## src/mstt_pkg.sv

```systemverilog
// types and constants shared by the timer slot table
// payload structs of both channels, the slot word held in ram, codes and sequencer states
// no dependencies
package mstt_pkg;

    localparam logic [1:0] FUNC_ADD  = 2'd0;
    localparam logic [1:0] FUNC_DEL  = 2'd1;
    localparam logic [1:0] FUNC_TICK = 2'd2;
    localparam logic [1:0] FUNC_BAD  = 2'd3;

    localparam logic [2:0] ST_DONE    = 3'd0;
    localparam logic [2:0] ST_REJECT  = 3'd1;
    localparam logic [2:0] ST_MISSING = 3'd2;
    localparam logic [2:0] ST_FIRED   = 3'd3;
    localparam logic [2:0] ST_NONE    = 3'd4;

    localparam logic [9:0] UNIT_K0_MS = 10'd250;
    localparam logic [9:0] UNIT_K1_MS = 10'd1000;

    typedef struct packed {
        logic [1:0]  func;
        logic        handler_kind;
        logic [31:0] handler_tag;
        logic [15:0] interval_count;
        logic        start_now;
        logic        single_shot;
        logic [31:0] now_ms;
    } in_item_t;

    typedef struct packed {
        logic [2:0]  status;
        logic [3:0]  slot_index;
        logic [31:0] fired_tag;
        logic        fired_kind;
        logic        last;
    } out_item_t;

    typedef struct packed {
        logic [31:0] tag;
        logic [31:0] stamp;
        logic [31:0] period;
        logic        single;
    } slot_word_t;

    localparam int SLOT_WORD_W = $bits(slot_word_t);

    typedef enum logic [2:0] {
        S_IDLE,
        S_SCAN,
        S_COMMIT,
        S_FLUSH,
        S_REPLY
    } state_t;

endpackage

```

## src/mstt_chan_if.sv

```systemverilog
// valid/ready channel carrying one payload struct per transaction
// payload type set per instance; used with types from mstt_pkg
interface mstt_chan_if #(parameter type payload_t = logic);

    logic     valid;
    logic     ready;
    payload_t data;

    modport source (output valid, output data, input ready);
    modport sink (input valid, input data, output ready);

endinterface

```

## src/mstt_ram.sv

```systemverilog
// generic single write port, single read port ram with registered read data
// no dependencies
module mstt_ram #(
    parameter int WIDTH = 8,
    parameter int DEPTH = 16
) (
    input  logic                                        clk,
    input  logic                                        wr_en,
    input  logic [((DEPTH > 1) ? $clog2(DEPTH) : 1)-1:0] wr_addr,
    input  logic [WIDTH-1:0]                            wr_data,
    input  logic                                        rd_en,
    input  logic [((DEPTH > 1) ? $clog2(DEPTH) : 1)-1:0] rd_addr,
    output logic [WIDTH-1:0]                            rd_data
);

    logic [WIDTH-1:0] mem_reg [DEPTH];
    logic [WIDTH-1:0] rd_data_reg;

    always_ff @(posedge clk)
    begin
        if (wr_en)
        begin
            mem_reg[wr_addr] <= wr_data;
        end
        if (rd_en)
        begin
            rd_data_reg <= mem_reg[rd_addr];
        end
    end

    assign rd_data = rd_data_reg;

endmodule

```

## src/multi_slot_callback_timer_table.sv

```systemverilog
// top level of the timer slot table: sequencer, slot flags and result register
// depends on mstt_pkg, mstt_chan_if and mstt_ram
//
// cmd carries add, delete and tick requests; res carries the results. each side
// is a valid/ready channel and a transaction completes when both are high.
// cmd is ready only while the sequencer is idle. one request is handled at a
// time: the slots are read one a cycle, unless the walk pauses, from the slot ram and checked by one
// shared compare unit, so every add, delete or tick walks all SLOTS slots.
// add and delete give one result from the commit state after the walk, and cmd is
// ready again once the sequencer is back in idle.
// a rejected request (tag zero or unknown func) gives its result from the reply
// state without a walk. a tick gives one
// result per fired slot in slot order, the last flagged, or one nothing-fired
// result; its final result comes from the flush state after the walk.
// a fired result is held back one slot so that the last flag can be set; when
// res stalls and a second slot fires, the walk pauses until the held result
// moves into the output register. the output register lets a new request be
// accepted while the previous result still waits on res.
// reset clears the used and kind flags of every slot at once; tag, stamp,
// period and oneshot words live in ram and are read for every slot on each walk.
module multi_slot_callback_timer_table #(
    parameter int SLOTS = 16
) (
    input  logic        clk,
    input  logic        rst_n,
    mstt_chan_if.sink   cmd,
    mstt_chan_if.source res
);

    localparam int IDX_W = (SLOTS > 1) ? $clog2(SLOTS) : 1;
    localparam int CNT_W = $clog2(SLOTS + 1);

    mstt_pkg::state_t    state_reg, state_next;
    mstt_pkg::in_item_t  item_reg, item_next;
    logic [31:0]         period_reg, period_next;
    logic [CNT_W-1:0]    rd_cnt_reg, rd_cnt_next;
    logic                ev_valid_reg, ev_valid_next;
    logic [IDX_W-1:0]    ev_idx_reg, ev_idx_next;
    logic                match_found_reg, match_found_next;
    logic [IDX_W-1:0]    match_idx_reg, match_idx_next;
    logic                free_found_reg, free_found_next;
    logic [IDX_W-1:0]    free_idx_reg, free_idx_next;
    logic                pend_valid_reg, pend_valid_next;
    logic [IDX_W-1:0]    pend_idx_reg, pend_idx_next;
    logic [31:0]         pend_tag_reg, pend_tag_next;
    logic                pend_kind_reg, pend_kind_next;
    logic                out_valid_reg, out_valid_next;
    mstt_pkg::out_item_t out_data_reg, out_data_next;

    logic used_reg [SLOTS];
    logic kind_reg [SLOTS];

    logic                ram_wr_en;
    logic [IDX_W-1:0]    ram_wr_addr;
    logic [mstt_pkg::SLOT_WORD_W-1:0] ram_wr_data;
    logic                ram_rd_en;
    logic [IDX_W-1:0]    ram_rd_addr;
    logic [mstt_pkg::SLOT_WORD_W-1:0] ram_rd_data;

    mstt_pkg::slot_word_t rd_word;
    mstt_pkg::slot_word_t wr_word;
    logic                 used_clr;
    logic                 used_set;
    logic [IDX_W-1:0]     upd_idx;
    logic                 cmd_ready;
    logic                 out_free;
    logic                 is_tick;
    logic                 is_add;
    logic                 ev_used;
    logic                 ev_kind;
    logic [31:0]          limit;
    logic                 fire;
    logic                 stall;
    logic                 scan_done;
    logic [IDX_W-1:0]     add_idx;

    function automatic mstt_pkg::out_item_t make_result(
        input logic [2:0]  status,
        input logic [3:0]  idx,
        input logic [31:0] tag,
        input logic        kind,
        input logic        last
    );
        mstt_pkg::out_item_t r;
        r.status     = status;
        r.slot_index = idx;
        r.fired_tag  = tag;
        r.fired_kind = kind;
        r.last       = last;
        return r;
    endfunction

    mstt_ram #(
        .WIDTH (mstt_pkg::SLOT_WORD_W),
        .DEPTH (SLOTS)
    ) u_slot_ram (
        .clk     (clk),
        .wr_en   (ram_wr_en),
        .wr_addr (ram_wr_addr),
        .wr_data (ram_wr_data),
        .rd_en   (ram_rd_en),
        .rd_addr (ram_rd_addr),
        .rd_data (ram_rd_data)
    );

    // shared compare unit on the slot under evaluation
    assign rd_word   = mstt_pkg::slot_word_t'(ram_rd_data);
    assign ev_used   = used_reg[ev_idx_reg];
    assign ev_kind   = kind_reg[ev_idx_reg];
    assign limit     = rd_word.stamp + rd_word.period;
    assign is_tick   = (item_reg.func == mstt_pkg::FUNC_TICK);
    assign is_add    = (item_reg.func == mstt_pkg::FUNC_ADD);
    assign fire      = ev_valid_reg && is_tick && ev_used
                       && ((item_reg.now_ms < rd_word.stamp) || (item_reg.now_ms > limit));
    assign out_free  = !out_valid_reg || res.ready;
    assign stall     = fire && pend_valid_reg && !out_free;
    assign scan_done = (rd_cnt_reg == CNT_W'(SLOTS)) && !ev_valid_reg;
    assign add_idx   = match_found_reg ? match_idx_reg : free_idx_reg;
    assign ram_wr_data = wr_word;

    always_ff @(posedge clk or negedge rst_n)
    begin
        if (!rst_n)
        begin
            state_reg       <= mstt_pkg::S_IDLE;
            rd_cnt_reg      <= '0;
            ev_valid_reg    <= 1'b0;
            match_found_reg <= 1'b0;
            free_found_reg  <= 1'b0;
            pend_valid_reg  <= 1'b0;
            out_valid_reg   <= 1'b0;
        end
        else
        begin
            state_reg       <= state_next;
            rd_cnt_reg      <= rd_cnt_next;
            ev_valid_reg    <= ev_valid_next;
            match_found_reg <= match_found_next;
            free_found_reg  <= free_found_next;
            pend_valid_reg  <= pend_valid_next;
            out_valid_reg   <= out_valid_next;
        end
    end

    always_ff @(posedge clk)
    begin
        item_reg      <= item_next;
        period_reg    <= period_next;
        ev_idx_reg    <= ev_idx_next;
        match_idx_reg <= match_idx_next;
        free_idx_reg  <= free_idx_next;
        pend_idx_reg  <= pend_idx_next;
        pend_tag_reg  <= pend_tag_next;
        pend_kind_reg <= pend_kind_next;
        out_data_reg  <= out_data_next;
    end

    // slot flags
    always_ff @(posedge clk or negedge rst_n)
    begin
        if (!rst_n)
        begin
            for (int i = 0; i < SLOTS; i++)
            begin
                used_reg[i] <= 1'b0;
                kind_reg[i] <= 1'b0;
            end
        end
        else if (used_set)
        begin
            used_reg[upd_idx] <= 1'b1;
            kind_reg[upd_idx] <= item_reg.handler_kind;
        end
        else if (used_clr)
        begin
            used_reg[upd_idx] <= 1'b0;
        end
    end

    always_comb
    begin
        state_next       = state_reg;
        item_next        = item_reg;
        period_next      = period_reg;
        rd_cnt_next      = rd_cnt_reg;
        ev_valid_next    = ev_valid_reg;
        ev_idx_next      = ev_idx_reg;
        match_found_next = match_found_reg;
        match_idx_next   = match_idx_reg;
        free_found_next  = free_found_reg;
        free_idx_next    = free_idx_reg;
        pend_valid_next  = pend_valid_reg;
        pend_idx_next    = pend_idx_reg;
        pend_tag_next    = pend_tag_reg;
        pend_kind_next   = pend_kind_reg;
        out_valid_next   = out_valid_reg && !res.ready;
        out_data_next    = out_data_reg;
        ram_rd_en        = 1'b0;
        ram_rd_addr      = rd_cnt_reg[IDX_W-1:0];
        ram_wr_en        = 1'b0;
        ram_wr_addr      = ev_idx_reg;
        wr_word          = rd_word;
        wr_word.stamp    = item_reg.now_ms;
        used_clr         = 1'b0;
        used_set         = 1'b0;
        upd_idx          = ev_idx_reg;
        cmd_ready        = 1'b0;

        unique case (state_reg)
            mstt_pkg::S_IDLE:
            begin
                cmd_ready = 1'b1;
                if (cmd.valid)
                begin
                    item_next        = cmd.data;
                    period_next      = 32'(cmd.data.interval_count)
                                       * 32'(cmd.data.handler_kind ? mstt_pkg::UNIT_K1_MS
                                                                   : mstt_pkg::UNIT_K0_MS);
                    rd_cnt_next      = '0;
                    ev_valid_next    = 1'b0;
                    match_found_next = 1'b0;
                    free_found_next  = 1'b0;
                    pend_valid_next  = 1'b0;
                    if (cmd.data.func == mstt_pkg::FUNC_TICK)
                    begin
                        state_next = mstt_pkg::S_SCAN;
                    end
                    else if ((cmd.data.func == mstt_pkg::FUNC_BAD)
                             || (cmd.data.handler_tag == 32'd0))
                    begin
                        state_next = mstt_pkg::S_REPLY;
                    end
                    else
                    begin
                        state_next = mstt_pkg::S_SCAN;
                    end
                end
            end

            mstt_pkg::S_SCAN:
            begin
                if (scan_done)
                begin
                    state_next = is_tick ? mstt_pkg::S_FLUSH : mstt_pkg::S_COMMIT;
                end
                else if (!stall)
                begin
                    if (rd_cnt_reg != CNT_W'(SLOTS))
                    begin
                        ram_rd_en     = 1'b1;
                        rd_cnt_next   = rd_cnt_reg + CNT_W'(1);
                        ev_valid_next = 1'b1;
                        ev_idx_next   = rd_cnt_reg[IDX_W-1:0];
                    end
                    else
                    begin
                        ev_valid_next = 1'b0;
                    end

                    if (ev_valid_reg)
                    begin
                        if (is_tick)
                        begin
                            if (fire)
                            begin
                                // earlier fired slot leaves, this one is held for the last flag
                                if (pend_valid_reg)
                                begin
                                    out_valid_next = 1'b1;
                                    out_data_next  = make_result(mstt_pkg::ST_FIRED,
                                                                 4'(pend_idx_reg), pend_tag_reg,
                                                                 pend_kind_reg, 1'b0);
                                end
                                pend_valid_next = 1'b1;
                                pend_idx_next   = ev_idx_reg;
                                pend_tag_next   = rd_word.tag;
                                pend_kind_next  = ev_kind;
                                if (rd_word.single)
                                begin
                                    used_clr = 1'b1;
                                end
                                else
                                begin
                                    ram_wr_en = 1'b1;
                                end
                            end
                        end
                        else
                        begin
                            if (!match_found_reg && ev_used
                                && (rd_word.tag == item_reg.handler_tag)
                                && (ev_kind == item_reg.handler_kind))
                            begin
                                match_found_next = 1'b1;
                                match_idx_next   = ev_idx_reg;
                            end
                            if (!free_found_reg && !ev_used)
                            begin
                                free_found_next = 1'b1;
                                free_idx_next   = ev_idx_reg;
                            end
                        end
                    end
                end
            end

            mstt_pkg::S_COMMIT:
            begin
                if (out_free)
                begin
                    out_valid_next = 1'b1;
                    state_next     = mstt_pkg::S_IDLE;
                    if (is_add)
                    begin
                        if (match_found_reg || free_found_reg)
                        begin
                            ram_wr_en      = 1'b1;
                            ram_wr_addr    = add_idx;
                            wr_word.tag    = item_reg.handler_tag;
                            wr_word.stamp  = item_reg.start_now ? 32'd0 : item_reg.now_ms;
                            wr_word.period = period_reg;
                            wr_word.single = item_reg.single_shot;
                            used_set       = 1'b1;
                            upd_idx        = add_idx;
                            out_data_next  = make_result(mstt_pkg::ST_DONE, 4'(add_idx),
                                                         32'd0, 1'b0, 1'b1);
                        end
                        else
                        begin
                            out_data_next = make_result(mstt_pkg::ST_REJECT, 4'd0,
                                                        32'd0, 1'b0, 1'b1);
                        end
                    end
                    else
                    begin
                        if (match_found_reg)
                        begin
                            used_clr      = 1'b1;
                            upd_idx       = match_idx_reg;
                            out_data_next = make_result(mstt_pkg::ST_DONE, 4'(match_idx_reg),
                                                        32'd0, 1'b0, 1'b1);
                        end
                        else
                        begin
                            out_data_next = make_result(mstt_pkg::ST_MISSING, 4'd0,
                                                        32'd0, 1'b0, 1'b1);
                        end
                    end
                end
            end

            mstt_pkg::S_FLUSH:
            begin
                if (out_free)
                begin
                    out_valid_next  = 1'b1;
                    pend_valid_next = 1'b0;
                    state_next      = mstt_pkg::S_IDLE;
                    if (pend_valid_reg)
                    begin
                        out_data_next = make_result(mstt_pkg::ST_FIRED, 4'(pend_idx_reg),
                                                    pend_tag_reg, pend_kind_reg, 1'b1);
                    end
                    else
                    begin
                        out_data_next = make_result(mstt_pkg::ST_NONE, 4'd0,
                                                    32'd0, 1'b0, 1'b1);
                    end
                end
            end

            mstt_pkg::S_REPLY:
            begin
                if (out_free)
                begin
                    out_valid_next = 1'b1;
                    out_data_next  = make_result(mstt_pkg::ST_REJECT, 4'd0,
                                                 32'd0, 1'b0, 1'b1);
                    state_next     = mstt_pkg::S_IDLE;
                end
            end

            default:
            begin
                state_next = mstt_pkg::S_IDLE;
            end
        endcase
    end

    assign cmd.ready = cmd_ready;
    assign res.valid = out_valid_reg;
    assign res.data  = out_data_reg;

    // evaluation stage only carries a slot during a walk
    a_ev_in_scan: assert property (@(posedge clk) disable iff (!rst_n)
        ev_valid_reg |-> (state_reg == mstt_pkg::S_SCAN))
        else $error("slot under evaluation outside a walk");

    // a held fired result exists only while a tick is under way
    a_pend_in_tick: assert property (@(posedge clk) disable iff (!rst_n)
        pend_valid_reg |-> (is_tick && ((state_reg == mstt_pkg::S_SCAN)
                                        || (state_reg == mstt_pkg::S_FLUSH))))
        else $error("held fired result outside a tick");

    // only fired results may come without the last flag
    a_last_flag: assert property (@(posedge clk) disable iff (!rst_n)
        (out_valid_reg && (out_data_reg.status != mstt_pkg::ST_FIRED)) |-> out_data_reg.last)
        else $error("non-fired result without last flag");

    // read counter never passes the slot count
    a_rd_cnt_range: assert property (@(posedge clk) disable iff (!rst_n)
        rd_cnt_reg <= CNT_W'(SLOTS))
        else $error("read counter past last slot");

endmodule

```

## src/flat_wrapper.sv

```systemverilog
// flat-port wrapper written by rule: the top's interface ports become plain ports
module multi_slot_callback_timer_table_flat 
#(
    parameter int SLOTS = 16
)
  (clk, rst_n, cmd_valid, cmd_data, cmd_ready, res_valid, res_data, res_ready);
  mstt_chan_if #(.payload_t(mstt_pkg::in_item_t)) cmd_i ();
  mstt_chan_if #(.payload_t(mstt_pkg::out_item_t)) res_i ();
  input  logic clk;
  input  logic rst_n;
  input wire logic [$bits(cmd_i.valid)-1:0] cmd_valid;
  input wire logic [$bits(cmd_i.data)-1:0] cmd_data;
  output wire logic [$bits(cmd_i.ready)-1:0] cmd_ready;
  output wire logic [$bits(res_i.valid)-1:0] res_valid;
  output wire logic [$bits(res_i.data)-1:0] res_data;
  input wire logic [$bits(res_i.ready)-1:0] res_ready;
  assign cmd_i.valid = cmd_valid;
  assign cmd_i.data = cmd_data;
  assign cmd_ready = cmd_i.ready;
  assign res_valid = res_i.valid;
  assign res_data = res_i.data;
  assign res_i.ready = res_ready;
  multi_slot_callback_timer_table #(.SLOTS(SLOTS)) u_core (.clk(clk), .rst_n(rst_n), .cmd(cmd_i), .res(res_i));
endmodule
```

## config.mk

```make
export PLATFORM = sky130hd
export DESIGN_NAME = multi_slot_callback_timer_table_flat
export DESIGN_NICKNAME = d
export VERILOG_FILES = /design/src/mstt_pkg.sv /design/src/mstt_chan_if.sv /design/src/mstt_ram.sv /design/src/multi_slot_callback_timer_table.sv /design/src/flat_wrapper.sv
export SDC_FILE = /design/constraint.sdc
export NUM_CORES = 2
export LEC_CHECK = 0
export BUFFER_PORTS_ARGS = -buffer_cell sky130_fd_sc_hd__buf_2
export CORE_MARGIN = 3
export CORE_UTILIZATION = 30
export CTS_CLUSTER_SIZE = 10
export DETAILED_ROUTE_END_ITERATION = 10
export PLACE_DENSITY_LB_ADDON = 0.08
export REMOVE_ABC_BUFFERS = 1
export SLEW_MARGIN = 15
export SYNTH_ARGS = -nofsm -noshare
export SYNTH_HDL_FRONTEND = slang
export SYNTH_SLANG_ARGS = --single-unit
```

## constraint.sdc

```tcl
create_clock -name clk -period 21.5 [get_ports clk]
set_input_delay 1.075 -clock clk [delete_from_list [all_inputs] [get_ports clk]]
set_output_delay 1.075 -clock clk [all_outputs]
set_load 0.01 [all_outputs]
```

==> run metrics <==
status complete, no violations; Total Routed Length 217 mm; H-tree levels 4; Max VDD drop 0.0931 mV; Leak 29.2 nW; CTS tree yes; DR DRC count 0; Die H 516 µm; largest net degree at the start of global routing 129; Largest register FFs 1552; count of cell types in the netlist 75; DRT iter0 DRCs 2884; post-CTS setup buffers 0; reg2reg path depth 22; Setup violations, final 0; top_reg_cell synth edfxtp_1; TritonCTS Sinks 1880; worst-margin pin slew 1150 ps; CTS buffer count 215; sequential share of power 40.6%; ys async rst share 2.39%; R2R Setup Slk 13140 ps; PD cells 135 mW/mm²; pre-CTS setup slack 12960 ps; critical path class flop to flop; drt pass-1 iters 5; clock-pin slew on the worst setup and hold paths 50 ps; most frequent cells in the layout edfxtp_1 (1835), mux4_2 (489), clkbuf_16 (217); worst path required time 21970 ps; RSZ-0062 raised after global routing false; clock skew 33.5 ps; share of cells above drive strength 1 24.4%; worst hold slack 329 ps; Min Clock Period, post-route 8360 ps; slack of the critical path 13140 ps; hold_buf cts 0; io pins 132; # nets final 4474; Mapped Area 0.0781 mm²; max-cap violations 0; yosys warns 0; CP Max Fanout 44; row count 186; Final HPWL DP 129 mm; CTS max path bufs 3; P_int 0.00813 W; CP Capture Type flop; Core Area 0.258 mm²; max_slew headroom 23.1%; Synth Instances 3856; max-slew violations 0; switching share of power 32.8%; initial antenna violation count 22; Routed Antenna Nets 0; Hold Violations, Final 0; crit path DAT 8830 ps; Fin Setup TNS 0 ps; Mapped Avg Cell Area 20.2 µm²; Final Util 34.6%; routed vias 37600; Post-synth EDFFs 1835; Yosys reg bits 1880; Resize count post-CTS 0; Die W 516 µm; GRT Util Overall 16.3%; gp weighted congestion 0.771; clk_lat worst skew 850 ps; Sw Pwr 0.00397 W; Clock power frac 27.3%; Initial Util 30.3%; clock root buffer clkbuf_16; period utilisation layout 38.9%; Via density 4.94; Overflow after GRT 0; Logic pwr share 32.1%; commonest non-fill, non-tap cell in the layout edfxtp_1; first-pass GRT wire length 310 mm; port bufs 131; fmax 0.120 GHz; Hold WC Path Type primary input to async pin; WL per Instance 28.5 µm; register area share after synthesis 72.0%; DIE AREA 0.266 mm²; vias in the first global route 40300; filler instances 24200; Critical Path Start Type flop; Syn-to-layout area delta 14.4%
final timing paths:
check,start,end
max reg2reg,u_core.u_slot_ram.rd_data[1],u_core.u_slot_ram.mem_reg[1][33]
max,u_core.u_slot_ram.rd_data[1],u_core.u_slot_ram.mem_reg[1][33]
max in group asynchronous,rst_n,u_core.rd_cnt_reg[3]
min in group clk,cmd_data[26],u_core.item_reg[26]
min,rst_n,u_core.res.valid
min reg2reg,u_core.kind_reg[0],u_core.kind_reg[0]
power groups by stage:
| stage | Clock [W] | Combinational [W] | Sequential [W] |
|---|---|---|---|
| after floorplan | 0 | 0.00333 | 0.00511 |
| after global placement | 0 | 0.00400 | 0.00499 |
| after detailed placement | 0 | 0.00395 | 0.00499 |
| after CTS | 0.00341 | 0.00398 | 0.00492 |
| after global routing | 0.00355 | 0.00428 | 0.00494 |
| final | 0.00330 | 0.00388 | 0.00491 |
Yosys cell counts (all sizes together), types with 9 or more instances:
master / n / area, µm²
inv: 182 / 683
a21o: 25 / 188
fa: 85 / 1700
and3: 9 / 57.6
o21bai: 9 / 67.6
o211ai: 9 / 67.6
clkbuf: 123 / 462
a211oi: 11 / 82.6
nor4: 17 / 106
nand2b: 17 / 106
nor2: 79 / 297
nor3: 39 / 205
o21a: 9 / 67.6
nor2b: 18 / 113
xor2: 24 / 210
edfxtp: 1835 / 55100
xnor2: 54 / 473
mux2: 50 / 563
nand2: 158 / 598
o21ai: 44 / 220
dfrtp: 45 / 1130
and2: 88 / 551
nand4: 22 / 144
mux4: 495 / 11200
buf: 27 / 119
a2bb2oi: 13 / 120
a21oi: 83 / 419
nand3: 24 / 120
ha: 175 / 2190
cells by family (layout without fill, tap and decap cells):
kind of cell / Yosys count / after routing / synth area share [%]
flops: 1880 / 1880 / 72.0
mux: 552 / 552 / 15.1
simple gates: 497 / 497 / 3.21
buf+inv: 332 / 686 / 1.62
fa+ha+maj: 260 / 260 / 4.98
compound gates: 257 / 257 / 2.16
xor+xnor: 78 / 78 / 0.875
other cells: 0 / 7 / 0
metrics by stage:
step	area (µm²)	power (W)	cells
after floorplan	77500	0.00844	3706
after global placement	83100	0.00898	7290
after detailed placement	83200	0.00894	7292
after CTS	89300	0.0123	7594
after global routing	89300	0.0128	7598
final	89300	0.0121	7601
worst max-delay path, cell delays in order (launching register included):
cell	delay, ps
edfxtp_1	350
ha_1	210
inv_1	70
fa_1	390
nand2b_1	180
a21oi_1	280
o21ai_0	380
a211oi_1	580
nor3_1	160
o31ai_1	290
a21oi_1	120
xor2_1	150
ha_1	300
nand3_1	130
or4_1	540
o21ai_0	170
a21oi_1	70
a2bb2oi_2	240
a21oi_1	330
o211ai_1	390
nor2_4	970
buf_4	910
buf_4	680
routing by layer:
layer	part of all wire (%)	GRT usage [%]	wire length (µm)	vias to the layer above
li1	-	-	-	16100
met4	2.3	4.15	4990	2
met1	46	23.0	99200	20300
met5	0.0060	0	13	-
met3	4.1	2.48	8860	274
met2	48	26.4	104000	823
cell type report:
class	count	area, µm²	area share [%]
sequential	1880	56200	63.0
multi-input combinational	1644	20700	23.2
clock buffer	264	5630	6.30
tap	3384	4230	4.74
timing repair buffer	202	1280	1.43
inverter	182	688	0.771
clock inverter	38	482	0.539
antenna	7	17.5	0.0196
Note: power is estimated with default switching activity, not from simulation.
